<file path="src/hdl/btss_pkg.sv">
// ----------------------------------------------------------------------------
// btss_pkg
// Shared types and constants for the beacon transmit slot scheduler.
// ----------------------------------------------------------------------------
`default_nettype none

package btss_pkg;

    // Field widths
    localparam int CMD_W      = 2;
    localparam int MINUTE_W   = 6;
    localparam int SECOND_W   = 6;
    localparam int INTERVAL_W = 6;
    localparam int DURATION_W = 10;
    localparam int WAIT_W     = 12;
    localparam int MODE_W     = 2;
    localparam int CFG_IDX_W  = 2;
    localparam int CFG_DATA_W = 10;

    // Command codes
    localparam logic [CMD_W-1:0] CMD_TICK     = 2'd0;
    localparam logic [CMD_W-1:0] CMD_BEGIN    = 2'd1;
    localparam logic [CMD_W-1:0] CMD_SETTINGS = 2'd2;

    // Register indexes
    localparam logic [CFG_IDX_W-1:0] REG_INTERVAL = 2'd0;
    localparam logic [CFG_IDX_W-1:0] REG_DURATION = 2'd1;

    // Reset values and limits
    localparam logic [INTERVAL_W-1:0] INTERVAL_RESET = 6'd4;
    localparam logic [INTERVAL_W-1:0] INTERVAL_MIN   = 6'd1;
    localparam logic [INTERVAL_W-1:0] INTERVAL_MAX   = 6'd60;
    localparam logic [DURATION_W-1:0] DURATION_RESET = 10'd110;
    localparam logic [SECOND_W-1:0]   BOUNDARY_SECS  = 6'd2;
    localparam int                    MIN_WAIT       = 5;

    // One remainder bit per step
    localparam int DIV_STEPS  = MINUTE_W;
    localparam int STEP_CNT_W = $clog2(DIV_STEPS);

    typedef enum logic [MODE_W-1:0] {
        MODE_IDLE = 2'd0,
        MODE_WAIT = 2'd1,
        MODE_TX   = 2'd2
    } mode_t;

    typedef enum logic [1:0] {
        ST_IDLE,
        ST_DIV,
        ST_CALC,
        ST_COMMIT
    } ctrl_state_t;

    typedef struct packed {
        logic load;
        logic div_step;
        logic calc;
        logic commit;
    } ctrl_cmd_t;

    typedef struct packed {
        logic out_free;
    } dp_status_t;

endpackage

`default_nettype wire

</file>
<file path="src/hdl/btss_ctrl.sv">
// ----------------------------------------------------------------------------
// btss_ctrl
// Sequencer: accept, remainder steps, wait calculation, state commit.
// ----------------------------------------------------------------------------
`default_nettype none

module btss_ctrl
    import btss_pkg::*;
(
    input  wire        aclk,
    input  wire        aresetn,
    input  wire        s_valid,
    output logic       s_ready,
    output ctrl_cmd_t  cmd,
    input  dp_status_t status
);

    ctrl_state_t           state_reg, state_next;
    logic [STEP_CNT_W-1:0] step_cnt_reg, step_cnt_next;
    logic                  last_step;

    assign last_step = (step_cnt_reg == STEP_CNT_W'(DIV_STEPS - 1));

    always_ff @(posedge aclk) begin
        if (!aresetn) begin
            state_reg    <= ST_IDLE;
            step_cnt_reg <= '0;
        end else begin
            state_reg    <= state_next;
            step_cnt_reg <= step_cnt_next;
        end
    end

    // Next state
    always_comb begin
        state_next    = state_reg;
        step_cnt_next = step_cnt_reg;
        case (state_reg)
            ST_IDLE: begin
                step_cnt_next = '0;
                if (s_valid) state_next = ST_DIV;
            end
            ST_DIV: begin
                step_cnt_next = step_cnt_reg + 1'b1;
                if (last_step) state_next = ST_CALC;
            end
            ST_CALC: begin
                state_next = ST_COMMIT;
            end
            ST_COMMIT: begin
                if (status.out_free) state_next = ST_IDLE;
            end
            default: begin
                state_next = ST_IDLE;
            end
        endcase
    end

    // Outputs
    always_comb begin
        s_ready      = 1'b0;
        cmd          = '0;
        case (state_reg)
            ST_IDLE: begin
                s_ready  = 1'b1;
                cmd.load = s_valid;
            end
            ST_DIV: begin
                cmd.div_step = 1'b1;
            end
            ST_CALC: begin
                cmd.calc = 1'b1;
            end
            ST_COMMIT: begin
                cmd.commit = status.out_free;
            end
            default: begin
                s_ready = 1'b0;
            end
        endcase
    end

endmodule

`default_nettype wire

</file>
<file path="src/hdl/btss_datapath.sv">
// ----------------------------------------------------------------------------
// btss_datapath
// Configuration, minute remainder unit, slot wait arithmetic, scheduler state
// and the result register.
// ----------------------------------------------------------------------------
`default_nettype none

module btss_datapath
    import btss_pkg::*;
(
    input  wire                   aclk,
    input  wire                   aresetn,
    input  wire                   cfg_valid,
    input  wire  [CFG_IDX_W-1:0]  cfg_index,
    input  wire  [CFG_DATA_W-1:0] cfg_data,
    input  wire  [CMD_W-1:0]      s_cmd,
    input  wire  [MINUTE_W-1:0]   s_minute,
    input  wire  [SECOND_W-1:0]   s_second,
    output logic                  m_valid,
    input  wire                   m_ready,
    output logic                  m_tx_on,
    output logic [MODE_W-1:0]     m_mode_now,
    output logic                  m_tx_started,
    output logic                  m_tx_ended,
    output logic [WAIT_W-1:0]     m_wait_seconds,
    output logic                  m_armed,
    input  ctrl_cmd_t             cmd,
    output dp_status_t            status
);

    localparam int CALC_W = WAIT_W + 2;

    // Configuration
    logic [INTERVAL_W-1:0] interval_reg;
    logic [DURATION_W-1:0] duration_reg;

    always_ff @(posedge aclk) begin
        if (!aresetn) begin
            interval_reg <= INTERVAL_RESET;
            duration_reg <= DURATION_RESET;
        end else if (cfg_valid) begin
            if (cfg_index == REG_INTERVAL) interval_reg <= cfg_data[INTERVAL_W-1:0];
            if (cfg_index == REG_DURATION) duration_reg <= cfg_data[DURATION_W-1:0];
        end
    end

    // Captured item
    logic [CMD_W-1:0]      cmd_reg;
    logic [SECOND_W-1:0]   second_reg;
    logic [INTERVAL_W-1:0] ieff_reg;
    logic [INTERVAL_W-1:0] ieff_in;
    logic [MINUTE_W-1:0]   dividend_reg;
    logic [INTERVAL_W-1:0] rem_reg;
    logic [INTERVAL_W:0]   trial;

    always_comb begin
        if (interval_reg == '0)              ieff_in = INTERVAL_MIN;
        else if (interval_reg > INTERVAL_MAX) ieff_in = INTERVAL_MAX;
        else                                  ieff_in = interval_reg;
    end

    assign trial = {rem_reg, dividend_reg[MINUTE_W-1]};

    // Restoring remainder: minute mod interval, one bit per step
    always_ff @(posedge aclk) begin
        if (cmd.load) begin
            cmd_reg      <= s_cmd;
            second_reg   <= s_second;
            ieff_reg     <= ieff_in;
            dividend_reg <= s_minute;
            rem_reg      <= '0;
        end else if (cmd.div_step) begin
            dividend_reg <= {dividend_reg[MINUTE_W-2:0], 1'b0};
            if (trial >= {1'b0, ieff_reg}) rem_reg <= INTERVAL_W'(trial - {1'b0, ieff_reg});
            else                           rem_reg <= trial[INTERVAL_W-1:0];
        end
    end

    // Wait to next slot: (i - r)*60 - s, wrapped up by i*60 if < 0, then again if < 5
    logic [INTERVAL_W:0]      diff;
    logic [CALC_W-1:0]        diff60;
    logic [CALC_W-1:0]        ieff60;
    logic signed [CALC_W-1:0] w0, w1, w2;
    logic [WAIT_W-1:0]        wait_calc_reg;

    assign diff   = {1'b0, ieff_reg} - {1'b0, rem_reg};
    assign diff60 = (CALC_W'(diff) << 6) - (CALC_W'(diff) << 2);
    assign ieff60 = (CALC_W'(ieff_reg) << 6) - (CALC_W'(ieff_reg) << 2);
    assign w0     = $signed(diff60) - $signed(CALC_W'(second_reg));
    assign w1     = (w0 < 0) ? w0 + $signed(ieff60) : w0;
    assign w2     = (w1 < CALC_W'(MIN_WAIT)) ? w1 + $signed(ieff60) : w1;

    always_ff @(posedge aclk) begin
        if (cmd.calc) wait_calc_reg <= w2[WAIT_W-1:0];
    end

    // Scheduler state
    mode_t                 mode_reg, mode_next;
    logic [WAIT_W-1:0]     wait_reg, wait_next, wait_dec;
    logic                  armed_reg, armed_next;
    logic [DURATION_W-1:0] txc_reg, txc_next;
    logic                  started, ended;
    logic                  boundary;

    assign boundary = (rem_reg == '0) && (second_reg < BOUNDARY_SECS);
    assign wait_dec = (wait_reg != '0) ? wait_reg - 1'b1 : wait_reg;

    always_comb begin
        mode_next  = mode_reg;
        wait_next  = wait_reg;
        armed_next = armed_reg;
        txc_next   = txc_reg;
        started    = 1'b0;
        ended      = 1'b0;
        case (cmd_reg)
            CMD_TICK: begin
                if (mode_reg == MODE_TX) begin
                    if (txc_reg <= DURATION_W'(1)) begin
                        txc_next   = '0;
                        ended      = 1'b1;
                        mode_next  = MODE_WAIT;
                        wait_next  = wait_calc_reg;
                        armed_next = 1'b1;
                    end else begin
                        txc_next = txc_reg - 1'b1;
                    end
                end else if (armed_reg) begin
                    wait_next = wait_dec;
                    if (wait_dec == '0) begin
                        // missed slot leaves the countdown disarmed
                        armed_next = 1'b0;
                        if (boundary) begin
                            mode_next = MODE_TX;
                            txc_next  = duration_reg;
                            started   = 1'b1;
                        end
                    end
                end
            end
            CMD_BEGIN: begin
                if (mode_reg == MODE_TX) begin
                    ended    = 1'b1;
                    txc_next = '0;
                end
                mode_next  = MODE_WAIT;
                wait_next  = wait_calc_reg;
                armed_next = 1'b1;
            end
            CMD_SETTINGS: begin
                if (mode_reg == MODE_TX) begin
                    txc_next = '0;
                    ended    = 1'b1;
                end
                if (mode_reg == MODE_TX || boundary) begin
                    mode_next  = MODE_WAIT;
                    wait_next  = wait_calc_reg;
                    armed_next = 1'b1;
                end
            end
            default: begin
                mode_next = mode_reg;
            end
        endcase
    end

    always_ff @(posedge aclk) begin
        if (!aresetn) begin
            mode_reg  <= MODE_IDLE;
            wait_reg  <= '0;
            armed_reg <= 1'b0;
            txc_reg   <= '0;
        end else if (cmd.commit) begin
            mode_reg  <= mode_next;
            wait_reg  <= wait_next;
            armed_reg <= armed_next;
            txc_reg   <= txc_next;
        end
    end

    // Result register
    logic m_valid_reg;

    assign status.out_free = !m_valid_reg || m_ready;
    assign m_valid         = m_valid_reg;

    always_ff @(posedge aclk) begin
        if (!aresetn) begin
            m_valid_reg <= 1'b0;
        end else if (cmd.commit) begin
            m_valid_reg <= 1'b1;
        end else if (m_ready) begin
            m_valid_reg <= 1'b0;
        end
    end

    always_ff @(posedge aclk) begin
        if (cmd.commit) begin
            m_tx_on        <= (mode_next == MODE_TX);
            m_mode_now     <= mode_next;
            m_tx_started   <= started;
            m_tx_ended     <= ended;
            m_wait_seconds <= armed_next ? wait_next : '0;
            m_armed        <= armed_next;
        end
    end

endmodule

`default_nettype wire

</file>
<file path="src/hdl/beacon_transmit_slot_scheduler_unit.sv">
// ----------------------------------------------------------------------------
// beacon_transmit_slot_scheduler_unit
// Keeps a beacon transmitter on wall-clock slots of a configurable period.
// ----------------------------------------------------------------------------
// Usage:
//   s_* channel: one command (tick, begin, settings changed) with the current
//   minute and second per transaction. m_* channel: exactly one result per
//   input transaction, in order: key state, mode, start/end pulses, countdown.
//   cfg_* channel: writes interval (index 0) or duration (index 1); always
//   ready, to be used only while no transaction is in flight.
// Sequence:
//   A result is registered at the commit that follows acceptance of the input
//   transaction; the next input is taken only after that commit, so items do
//   not overlap. The path runs through the minute-mod-interval remainder unit
//   (6 steps), the slot wait arithmetic and the commit step.
// Reset (aresetn low, synchronous): mode idle, countdown disarmed, interval 4,
//   duration 110, no result pending.
// Stall: the result sits in the output register while m_ready is low; a new
//   input may be accepted and processed meanwhile, but its commit waits until
//   the output register is free.
// ----------------------------------------------------------------------------
`default_nettype none

module beacon_transmit_slot_scheduler_unit
    import btss_pkg::*;
(
    input  wire                   aclk,
    input  wire                   aresetn,
    input  wire                   cfg_valid,
    output logic                  cfg_ready,
    input  wire  [CFG_IDX_W-1:0]  cfg_index,
    input  wire  [CFG_DATA_W-1:0] cfg_data,
    input  wire                   s_valid,
    output logic                  s_ready,
    input  wire  [CMD_W-1:0]      s_cmd,
    input  wire  [MINUTE_W-1:0]   s_minute,
    input  wire  [SECOND_W-1:0]   s_second,
    output logic                  m_valid,
    input  wire                   m_ready,
    output logic                  m_tx_on,
    output logic [MODE_W-1:0]     m_mode_now,
    output logic                  m_tx_started,
    output logic                  m_tx_ended,
    output logic [WAIT_W-1:0]     m_wait_seconds,
    output logic                  m_armed
);

    ctrl_cmd_t  cmd;
    dp_status_t status;

    assign cfg_ready = 1'b1;

    btss_ctrl u_ctrl (
        .aclk    (aclk),
        .aresetn (aresetn),
        .s_valid (s_valid),
        .s_ready (s_ready),
        .cmd     (cmd),
        .status  (status)
    );

    btss_datapath u_datapath (
        .aclk           (aclk),
        .aresetn        (aresetn),
        .cfg_valid      (cfg_valid),
        .cfg_index      (cfg_index),
        .cfg_data       (cfg_data),
        .s_cmd          (s_cmd),
        .s_minute       (s_minute),
        .s_second       (s_second),
        .m_valid        (m_valid),
        .m_ready        (m_ready),
        .m_tx_on        (m_tx_on),
        .m_mode_now     (m_mode_now),
        .m_tx_started   (m_tx_started),
        .m_tx_ended     (m_tx_ended),
        .m_wait_seconds (m_wait_seconds),
        .m_armed        (m_armed),
        .cmd            (cmd),
        .status         (status)
    );

endmodule

`default_nettype wire

</file>
<file path="config.mk">
export PLATFORM = sky130hd
export DESIGN_NAME = beacon_transmit_slot_scheduler_unit
export DESIGN_NICKNAME = d
export VERILOG_FILES = /design/src/hdl/btss_pkg.sv /design/src/hdl/btss_ctrl.sv /design/src/hdl/btss_datapath.sv /design/src/hdl/beacon_transmit_slot_scheduler_unit.sv
export SDC_FILE = /design/constraint.sdc
export NUM_CORES = 1
export LEC_CHECK = 0
export BUFFER_PORTS_ARGS = -buffer_cell sky130_fd_sc_hd__buf_2
export CORE_MARGIN = 2
export CORE_UTILIZATION = 40
export DETAILED_ROUTE_END_ITERATION = 8
export PLACE_DENSITY_LB_ADDON = 0.05
export SYNTH_ARGS = -nofsm -noshare
export SYNTH_HDL_FRONTEND = slang
export SYNTH_SLANG_ARGS = --single-unit
</file>
<file path="constraint.sdc">
create_clock -name aclk -period 6.95 [get_ports aclk]
set_clock_uncertainty 0.05 [all_clocks]
set_input_delay 0.695 -clock aclk [delete_from_list [all_inputs] [get_ports aclk]]
set_output_delay 0.695 -clock aclk [all_outputs]
set_load 0.01 [all_outputs]
</file>
# Yosys cells after proc, flatten, opt, wreduce, memory -nomap -nowiden
# Cells that the tools add are included.
# Widths: inputs -> output; s select.
# totals
ff_bits,103
output_inout_bits,21
wordCells,128
# op_classes
addsub,10
magnitude_cmp,6
n_eq_ne,16
n_mux,49
n_bitwise,3
n_reduce_logical,22
# op_table
op,count
$mux 12,6
$mux 10,6
$pmux 12 s3,1
$mux 6,4
$pmux 10 s2,1
$mux 2,9
$mux 1,16
$add 14x13->14,1
$lt 14x1->1 const B,1
$lt 14x4->1 const B,1
$mux 14,1
$sub 13x9->14,1
$sub 14x7->14,1
$sub 12x8->13,1
$add 12x12->12,1
$logic_not 12->1,1
$logic_not 6->1,2
$reduce_bool 12->1,1
$sub 12x1->12 const B,1
$eq 2x2->1 const B,5
$le 10x1->1 const B,1
$sub 10x1->10 const B,1
$ne 3x1->1 const B,3
$pmux 2 s4,1
25 further kinds,39

# Logic depth before layout (Yosys ltp)
# Gate-level depths: netlist of the first run.
# logic_depth
depth_word,8
mapped_depth,28
ltp_nobuf,28

# Cells and area by module
# Synthesis of the first run repeated with hierarchy kept, for this count alone.
# hier_totals
hier_cells,919
area_unflattened_um2,7943.9
# by_module_without_submodules
mod,instances,cells_per_inst,area_each_um2,seq_area_each_um2
btss_datapath,1,881,7609.8,2462.4
btss_ctrl,1,36,322.8,100.1
beacon_transmit_slot_scheduler_unit,1,2,11.3,0.0

# Least setup slack after synthesis of the first run
# OpenSTA, ideal clock, no wires.
# synth_timing
path_kind,reg-to-reg
startpoint,register u_datapath.ieff_reg[3]
endpoint,"register u_datapath.wait_calc_reg[11], data pin"
arrival_time_ns,5.605
required_time_ns,6.638
slack_ns,1.032
stages_incl_launch_ff,25
period_less_slack_ns,5.918
path_cell_list,edfxtp_1 ha_1 a21o_1 and2_4 or4_4 and2_1 ha_1 inv_1 ha_1 clkbuf_2 nor3b_1 a311oi_1 o311ai_0 ha_1 and3_1 a221oi_1 xnor2_1 and3_1 a21o_1 ha_1 a2111oi_0 o31ai_1 xnor2_1 and3_1 nor3_1
# synth_via
elab_chain_cells,7
elab_cells_between_ends,10
cone_classes,add/sub: 6; order compare: 2; mux: 2
# synth_rtl
element,line_no,rtl
start: declaration,btss_datapath.sv:50,logic [INTERVAL_W-1:0] ieff_reg;
start signal: assignment,btss_datapath.sv:69,ieff_reg <= ieff_in;
$sub 6x6->7,btss_datapath.sv:86,"assign diff = {1'b0, ieff_reg} - {1'b0, rem_reg};"
$sub 13x9->14,btss_datapath.sv:87,assign diff60 = (CALC_W'(diff) << 6) - (CALC_W'(diff) << 2);
$sub 14x7->14,btss_datapath.sv:89,assign w0 = $signed(diff60) - $signed(CALC_W'(second_reg));
$add 14x13->14 or $lt 14x1->1 (tied branches),btss_datapath.sv:90,assign w1 = (w0 < 0) ? w0 + $signed(ieff60) : w0;
$mux 14,btss_datapath.sv:90,
$add 12x12->12 or $lt 14x4->1 (tied branches),btss_datapath.sv:91,assign w2 = (w1 < CALC_W'(MIN_WAIT)) ? w1 + $signed(ieff60) : w1;
$mux 12 (*),btss_datapath.sv:91,
named net u_datapath.w2[11],btss_datapath.sv:83,"logic signed [CALC_W-1:0] w0, w1, w2;"
end signal: assignment,btss_datapath.sv:94,if (cmd.calc) wait_calc_reg <= w2[WAIT_W-1:0];
end: declaration,btss_datapath.sv:84,logic [WAIT_W-1:0] wait_calc_reg;
# Mark *: on every way through the listed nets, which the timed path passes. The rest lies on a longest branch.
# A chain may end at the register's enable or synchronous reset.

# Final worst setup path of the first run
# Ends and elaborated chain as after synthesis.

==> flow_summary.yaml, run 1 <==
detailed_routing:
  ant_nets: 0
  first_pass_iters: 4
  route.vias.total: 6776
  wirelength_um: 20700
  vias_per_cell: 5.64
  drt_iter0_drc: 492
  wl_per_cell_um: 17.3
  drcViolationCount: 0
clocking:
  h-tree-depth: 3
  clockBufferDepth: 2
  clockRootBuffer: "clkbuf_16"
  numCtsBuffers: 9
  clk_pin_slew_ns: 0.07
  clock-sinks: 103
  cts_tree: "yes"
  clk_latency_ns: 0.36
  cts_setup_buffers: 0
sta:
  tns_ns: 0
  clock.fmax_ghz: 0.154
  min_period_ns: 6.48
  worst_pin_slew_ns: 1.15
  setup_violations: 0
  hold_violations: 0
  min_period_over_period_pct: 93.2
  rsz0062_at_grt: "false"
  slew_headroom_pct: 23.0
  slew_violations: 0
synthesis:
  yosys.area_share.simple_pct: 19.6
  synth_compound_area_share_pct: 23.8
  synthMuxAreaShare_pct: 3.13
  synth_xor_area_share_pct: 4.19
  synth_edf_count: 50
  ys.warnings.count: 0
  synth_top_family_by_area: "compound AO/OA/AOI/OAI gates"
  synth_cells: 911
  ys_ff_latch: 103
  syn_area_per_cell_um2: 8.72
  seq_area_frac_synth_pct: 32.3
  async_reset_ff_share_pct: 0
  syn_nets: 1011
  syn_area_um2: 7940
  ys.flop_type: "dfxtp_1"
  yosysUniqueCellTypes: 95
  synthAdderAreaFrac_pct: 11.2
floorplan:
  start_util_pct: 40.8
  dieArea_um2: 21000
  num_io_pins: 52
  die_w_um: 145
  core_area_um2: 19500
  chipHeight_um: 145
  rows: 51
grt:
  grt_max_degree: 32
  grtUsageTotal_pct: 19.8
  grt_pass1_vias: 6562
  grt_overflow: 0
  grt_pass1_wl_um: 34100
  antenna_found_initial: 0
placed_design:
  portBuffers: 50
  dp_hpwl_um: 15600
  place_congestion: 0.889
outcome:
  status: "complete, no violations"
critical_path:
  worstSetupStartpointType: "flop"
  cp_slowest_cell: "edfxtp_1"
  arrival_ns: 6.53
  path_max_fanout: 9
  crit_path_end_kind: "flop"
  critical_path_class: "flop to flop"
  crit_chain: "ha_1 > a21o_1 > and2_4 > or4_4 > and2_1 > ha_1 > inv_1 > ha_1 > nor3b_1 > a311oi_1 > o311ai_0 > ha_1 > and3_1 > a221oi_1 > a211oi_1 > nor4_2 > a21o_1 > ha_1 > a21oi_1 > o31ai_1 > xnor2_1 > and3_1 > nor3_1"
  worst_ep_required_time_ns: 7.00
  cpMostUsedCell: "ha_1"
  cp_slowest_stage_delay_ns: 0.51
layout:
  n_antenna_cell: 0
  fill_cells: 1912
  drive_above_1_share_pct: 12.3
  num-nets-final: 1031
  mostFrequentLayoutCells: "nand2_1 (101), nor2_1 (71), inv_1 (69), ha_1 (65), a21oi_1 (62)"
  syn_to_final_growth_pct: 9.15
  final_common_cell: "nand2_1"
flow_run:
  max_cap_viol_count: 0
worst_hold_path:
  hold_path_class: "flop to flop"
worst max-delay path, delay by kind of cell (launching register included):
| family | cells | cell delay, ns |
|---|---|---|
| flops | 1 | 0.51 |
| fa+ha+maj | 5 | 1.78 |
| xor+xnor | 1 | 0.19 |
| compound gates | 8 | 1.89 |
| buf+inv | 1 | 0.04 |
| simple gates | 8 | 1.79 |
final timing paths:
path,start,cells after the start,to,slack [ns]
worst min-delay path,u_datapath.second_reg[0],0,u_datapath.wait_calc_reg[0],0.41
worst max-delay path,u_datapath.ieff_reg[3],23,u_datapath.wait_calc_reg[11],0.47
worst max register to register,u_datapath.ieff_reg[3],23,u_datapath.wait_calc_reg[11],0.47
worst min register to register,u_datapath.second_reg[0],0,u_datapath.wait_calc_reg[0],0.41
logic make-up after synthesis:
group	count (synthesis)
simple gates	307
xor+xnor	38
other cells	1
mux	24
compound gates	255
buf+inv	114
flops	103
fa+ha+maj	69
synth_stat cells (13+ instances only):
cell type	n	area (um2)
a21oi_1	62	310
clkbuf_1	30	113
dfxtp_1	53	1060
edfxtp_1	50	1500
ha_1	65	813
inv_1	69	259
mux2i_1	17	170
nand2_1	101	379
nand2b_1	13	81.3
nand3_1	21	105
nor2_1	71	267
nor3_1	20	100
o21ai_0	43	215
xnor2_1	28	245
stage by stage:
step	setup slack (ns)	instances	util, %	cell area (um2)	hold WS [ns]
finish	0.470	1201	44.6	8670	0.407
global route	0.0248	1201	44.6	8670	0.420
CTS	0.392	1201	44.5	8660	0.412
detailed placement	0.440	1185	42.9	8350	0.393
global placement	0.608	1185	42.9	8350	0.390
floorplan	1.03	911	-	7940	0.376
timing repair:
action	CTS	global route
hold buffers	0	0
endpoints found under the setup margin	0	1
resized for setup	0	3
layer usage:
| layer | part of all wire (%) | wire, um | track usage, % |
|---|---|---|---|
| met5 | 0 | 0 | 0 |
| met4 | 2.2 | 451 | 6.14 |
| met3 | 4.0 | 830 | 3.21 |
| met2 | 48 | 9920 | 33.9 |
| met1 | 46 | 9520 | 25.7 |
cell type report:
cell class	instances	area, um2	area share, %
Clock buffer	12	258	2.97
Sequential cell	103	2560	29.6
Inverter	71	267	3.07
Tap cell	265	332	3.82
Clock inverter	4	51.3	0.592
Timing Repair Buffer	52	265	3.06
Multi-Input combinational cell	694	4940	56.9
Power of run 1 is left out: the tool's default activity adds up to more than one toggle a clock period on the data nets, which glitch-free logic cannot reach.
==> run 2: changes to the inputs <==
clock period = 7.9 ns   (was 6.95 ns; I/O delays follow)
==> flow_summary.yaml, run 2 (synthesis results as in run 1) <==
outcome:
  status: "complete, no violations"
sta:
  worst_pin_slew_ns: 1.20
  setup_violations: 0
  rsz0062_at_grt: "false"
  hold_violations: 0
  tns_ns: 0
  clock.fmax_ghz: 0.151
  min_period_ns: 6.62
  min_period_over_period_pct: 83.8
  slew_headroom_pct: 19.8
  slew_violations: 0
clocking:
  clock-sinks: 103
  clockBufferDepth: 2
  clk_latency_ns: 0.36
  clockRootBuffer: "clkbuf_16"
  hold_buffers: 0
  clk_pin_slew_ns: 0.07
  h-tree-depth: 3
  cts_tree: "yes"
  cts_setup_buffers: 0
  numCtsBuffers: 9
  cts.repair.resized: 0
critical_path:
  crit_chain: "ha_1 > a21o_1 > and2_4 > or4_4 > and2_1 > ha_1 > inv_1 > ha_1 > nor3b_1 > a311oi_1 > o311ai_0 > ha_1 > and3_1 > a221oi_1 > xnor2_1 > and3_1 > a21o_1 > ha_1 > a2111oi_0 > o31ai_1 > xnor2_1 > and3_1 > nor3_1"
  cp_slowest_cell: "edfxtp_1"
  worstSetupStartpointType: "flop"
  cp_slowest_stage_delay_ns: 0.52
  crit_path_end_kind: "flop"
  path_max_fanout: 9
  critical_path_class: "flop to flop"
  cpMostUsedCell: "ha_1"
  worst_ep_required_time_ns: 8.04
  crit_buf_inv: 1
  cpLargestDelayFamily: "compound AO/OA/AOI/OAI gates"
  arrival_ns: 6.75
layout:
  syn_to_final_growth_pct: 8.85
  mostFrequentLayoutCells: "nand2_1 (101), nor2_1 (71), inv_1 (69), ha_1 (65), a21oi_1 (62)"
  final_common_cell: "nand2_1"
  n_antenna_cell: 0
  num-nets-final: 1031
  drive_above_1_share_pct: 12.3
detailed_routing:
  route.vias.total: 6876
  wl_per_cell_um: 17.4
  vias_per_cell: 5.73
  drcViolationCount: 0
  ant_nets: 0
  wirelength_um: 20900
  drt_iter0_drc: 472
  first_pass_iters: 5
grt:
  grt_overflow: 0
  grt_pass1_vias: 6471
  grt_max_degree: 32
  antenna_found_initial: 0
  grt_pass1_wl_um: 33600
  grtUsageTotal_pct: 19.6
floorplan:
  chipHeight_um: 145
  num_io_pins: 52
  die_w_um: 145
  dieArea_um2: 21000
  core_area_um2: 19500
  rows: 51
  start_util_pct: 40.8
placed_design:
  place_congestion: 0.885
  portBuffers: 50
  dp_hpwl_um: 15700
flow_run:
  max_cap_viol_count: 0
worst_hold_path:
  hold_path_class: "flop to flop"
[run 2: area by class of cell]
class,instances,area [um2]
Sequential cell,103,2560
Timing Repair Buffer,52,265
Fill cell,1881,10800
Clock buffer,10,229
Multi-Input combinational cell,694,4920
Clock inverter,6,68.8
Tap cell,265,332
Inverter,71,267
[run 2: worst min-delay path, cell delays in order, from the launching register on]
cell and delay [ns]:
dfxtp_1 0.32, nand2_1 0.05, a21oi_1 0.05
[run 2: worst paths after layout]
path | end | cells after the start | slack [ns] | from
worst max register to register | u_datapath.wait_calc_reg[11] | 23 | 1.28 | u_datapath.ieff_reg[3]
worst max-delay path | u_datapath.wait_calc_reg[11] | 23 | 1.28 | u_datapath.ieff_reg[3]
worst min register to register | u_datapath.duration_reg[9] | 2 | 0.42 | u_datapath.duration_reg[9]
worst min-delay path | u_datapath.duration_reg[9] | 2 | 0.42 | u_datapath.duration_reg[9]
[run 2: metal layers]
| layer | global-route usage, % | part of all wire (%) | routed length, um | vias to the layer above |
|---|---|---|---|---|
| li1 | - | - | - | 3386 |
| met1 | 25.7 | 45 | 9460 | 3265 |
| met2 | 32.4 | 48 | 10000 | 197 |
| met3 | 3.77 | 4.3 | 897 | 28 |
| met4 | 6.73 | 2.2 | 469 | 0 |
| met5 | 0 | 0 | 0 | - |
[run 2: stage by stage]
step / area (um2) / setup slack, ns / utilization [%] / std cells / hold slack (ns)
6_report: 8650 / 1.28 / 44.4 / 1201 / 0.416
3_5_place_dp: 8350 / 1.37 / 42.9 / 1185 / 0.401
2_1_floorplan: 7940 / 1.98 / - / 911 / 0.376
4_1_cts: 8650 / 1.35 / 44.4 / 1201 / 0.415
3_3_place_gp: 8350 / 1.59 / 42.9 / 1185 / 0.390
5_1_grt: 8650 / 0.728 / 44.4 / 1201 / 0.421
Power of run 2 is left out for the same reason.
==> run 3: changes to the inputs <==
clock period = 6.56 ns   (was 7.9 ns; I/O delays follow)
==> flow_summary.yaml, run 3 (synthesis results as in run 1) <==
sta:
  setup_slack_ns: 0.330
  tns_ns: 0
  slew_headroom_pct: 20.5
  min_period_ns: 6.23
  clock.fmax_ghz: 0.161
  rsz0062_at_grt: "false"
  timing.hold.ws_ns: 0.412
  setup_violations: 0
  min_period_over_period_pct: 95.0
  worst_pin_slew_ns: 1.19
  hold_violations: 0
  slew_violations: 0
grt:
  grt_max_degree: 32
  grt_pass1_vias: 6496
  antenna_found_initial: 0
  grtUsageTotal_pct: 19.7
  grt_pass1_wl_um: 33900
  grt_overflow: 0
floorplan:
  chipHeight_um: 145
  num_io_pins: 52
  dieArea_um2: 21000
  rows: 51
  start_util_pct: 40.8
  core_area_um2: 19500
  die_w_um: 145
critical_path:
  critical_path_class: "flop to flop"
  arrival_ns: 6.29
  worstSetupStartpointType: "flop"
  worst_ep_required_time_ns: 6.62
  crit_chain: "ha_1 > a21o_1 > and2_4 > or4_4 > and2_1 > ha_1 > inv_1 > ha_1 > nor3b_1 > a311oi_1 > o311ai_1 > ha_1 > and3_1 > a221oi_2 > a211oi_1 > nor4_2 > a21o_1 > ha_1 > a21oi_1 > o31ai_1 > xnor2_1 > and3_1 > nor3_1"
  path_max_fanout: 9
  cpMostUsedCell: "ha_1"
  crit_path_end_kind: "flop"
  cp_slowest_stage_delay_ns: 0.51
  cp_slowest_cell: "edfxtp_1"
layout:
  n_antenna_cell: 0
  drive_above_1_share_pct: 13.2
  final_common_cell: "nand2_1"
  syn_to_final_growth_pct: 9.28
  num-nets-final: 1035
  mostFrequentLayoutCells: "nand2_1 (101), nor2_1 (71), inv_1 (69), ha_1 (65), a21oi_1 (61)"
  layout.cells.non_filler: 1205
clocking:
  h-tree-depth: 3
  cts_setup_buffers: 0
  clk_pin_slew_ns: 0.08
  clk_latency_ns: 0.36
  clockBufferDepth: 2
  clock-sinks: 103
  hold_buffers: 0
  clockRootBuffer: "clkbuf_16"
  numCtsBuffers: 9
  cts_tree: "yes"
outcome:
  status: "complete, no violations"
detailed_routing:
  drt_iter0_drc: 423
  wirelength_um: 21100
  highest_layer: "met4"
  met3WireLength_um: 814
  ant_nets: 0
  first_pass_iters: 5
  wl_met2_um: 10100
  drcViolationCount: 0
  vias_per_cell: 5.70
  drt-met1-wl_um: 9700
  wl_per_cell_um: 17.5
  route.vias.total: 6863
placed_design:
  place_congestion: 0.885
  place_ws_ns: 0.0451
  dp_hpwl_um: 16000
  portBuffers: 50
  dp_cells: 1189
flow_run:
  max_cap_viol_count: 0
worst_hold_path:
  hold_path_class: "flop to flop"
## run 3: changes by cell type in the layout (fill, tap and decap cells not counted), sizes merged
cell,before,now
clkinvlp,1,2
buf,52,56
inv,73,74
bufinv,1,0
clkbuf,10,9
## run 3: timing repair
action	CTS	global route
endpoints found under the setup margin	0	4
gates resized for setup	0	6
endpoints found under the hold margin	0	0
## run 3: critical path, delay by kind of cell (launching register included)
kind,cells,cell delay (ns)
compound gates,8,1.67
buf+inv,1,0.04
fa+ha+maj,5,1.74
flops,1,0.51
xor+xnor,1,0.18
simple gates,8,1.79
## run 3: per-layer routing
metal | global-route usage [%] | up-vias
met3 | 3.58 | 31
met1 | 25.6 | 3263
met4 | 6.24 | 0
li1 | - | 3406
met2 | 33.4 | 163
met5 | 0 | -
## run 3: path summary, 6_finish.rpt
path	start	cells past startpoint	slack, ns	end
max reg2reg	u_datapath.ieff_reg[3]	23	0.33	u_datapath.wait_calc_reg[11]
max	u_datapath.ieff_reg[3]	23	0.33	u_datapath.wait_calc_reg[11]
min	u_datapath.second_reg[0]	0	0.41	u_datapath.wait_calc_reg[0]
min reg2reg	u_datapath.second_reg[0]	0	0.41	u_datapath.wait_calc_reg[0]
## run 3: final cells by class
| class | count | area [um2] |
|---|---|---|
| sequential | 103 | 2560 |
| multi-input combinational | 694 | 4950 |
| tap | 265 | 332 |
| fill | 1921 | 10800 |
| clock buffer | 9 | 225 |
| clock inverter | 7 | 53.8 |
| timing repair buffer | 56 | 295 |
| inverter | 71 | 267 |
## run 3: metrics by stage
stage	cell area [um2]	utilization (%)
finish	8680	44.6
global route	8680	44.6
CTS	8660	44.5
detailed placement	8380	43.1
global placement	8380	43.1
floorplan	7940	-
Power of run 3 is left out for the same reason.
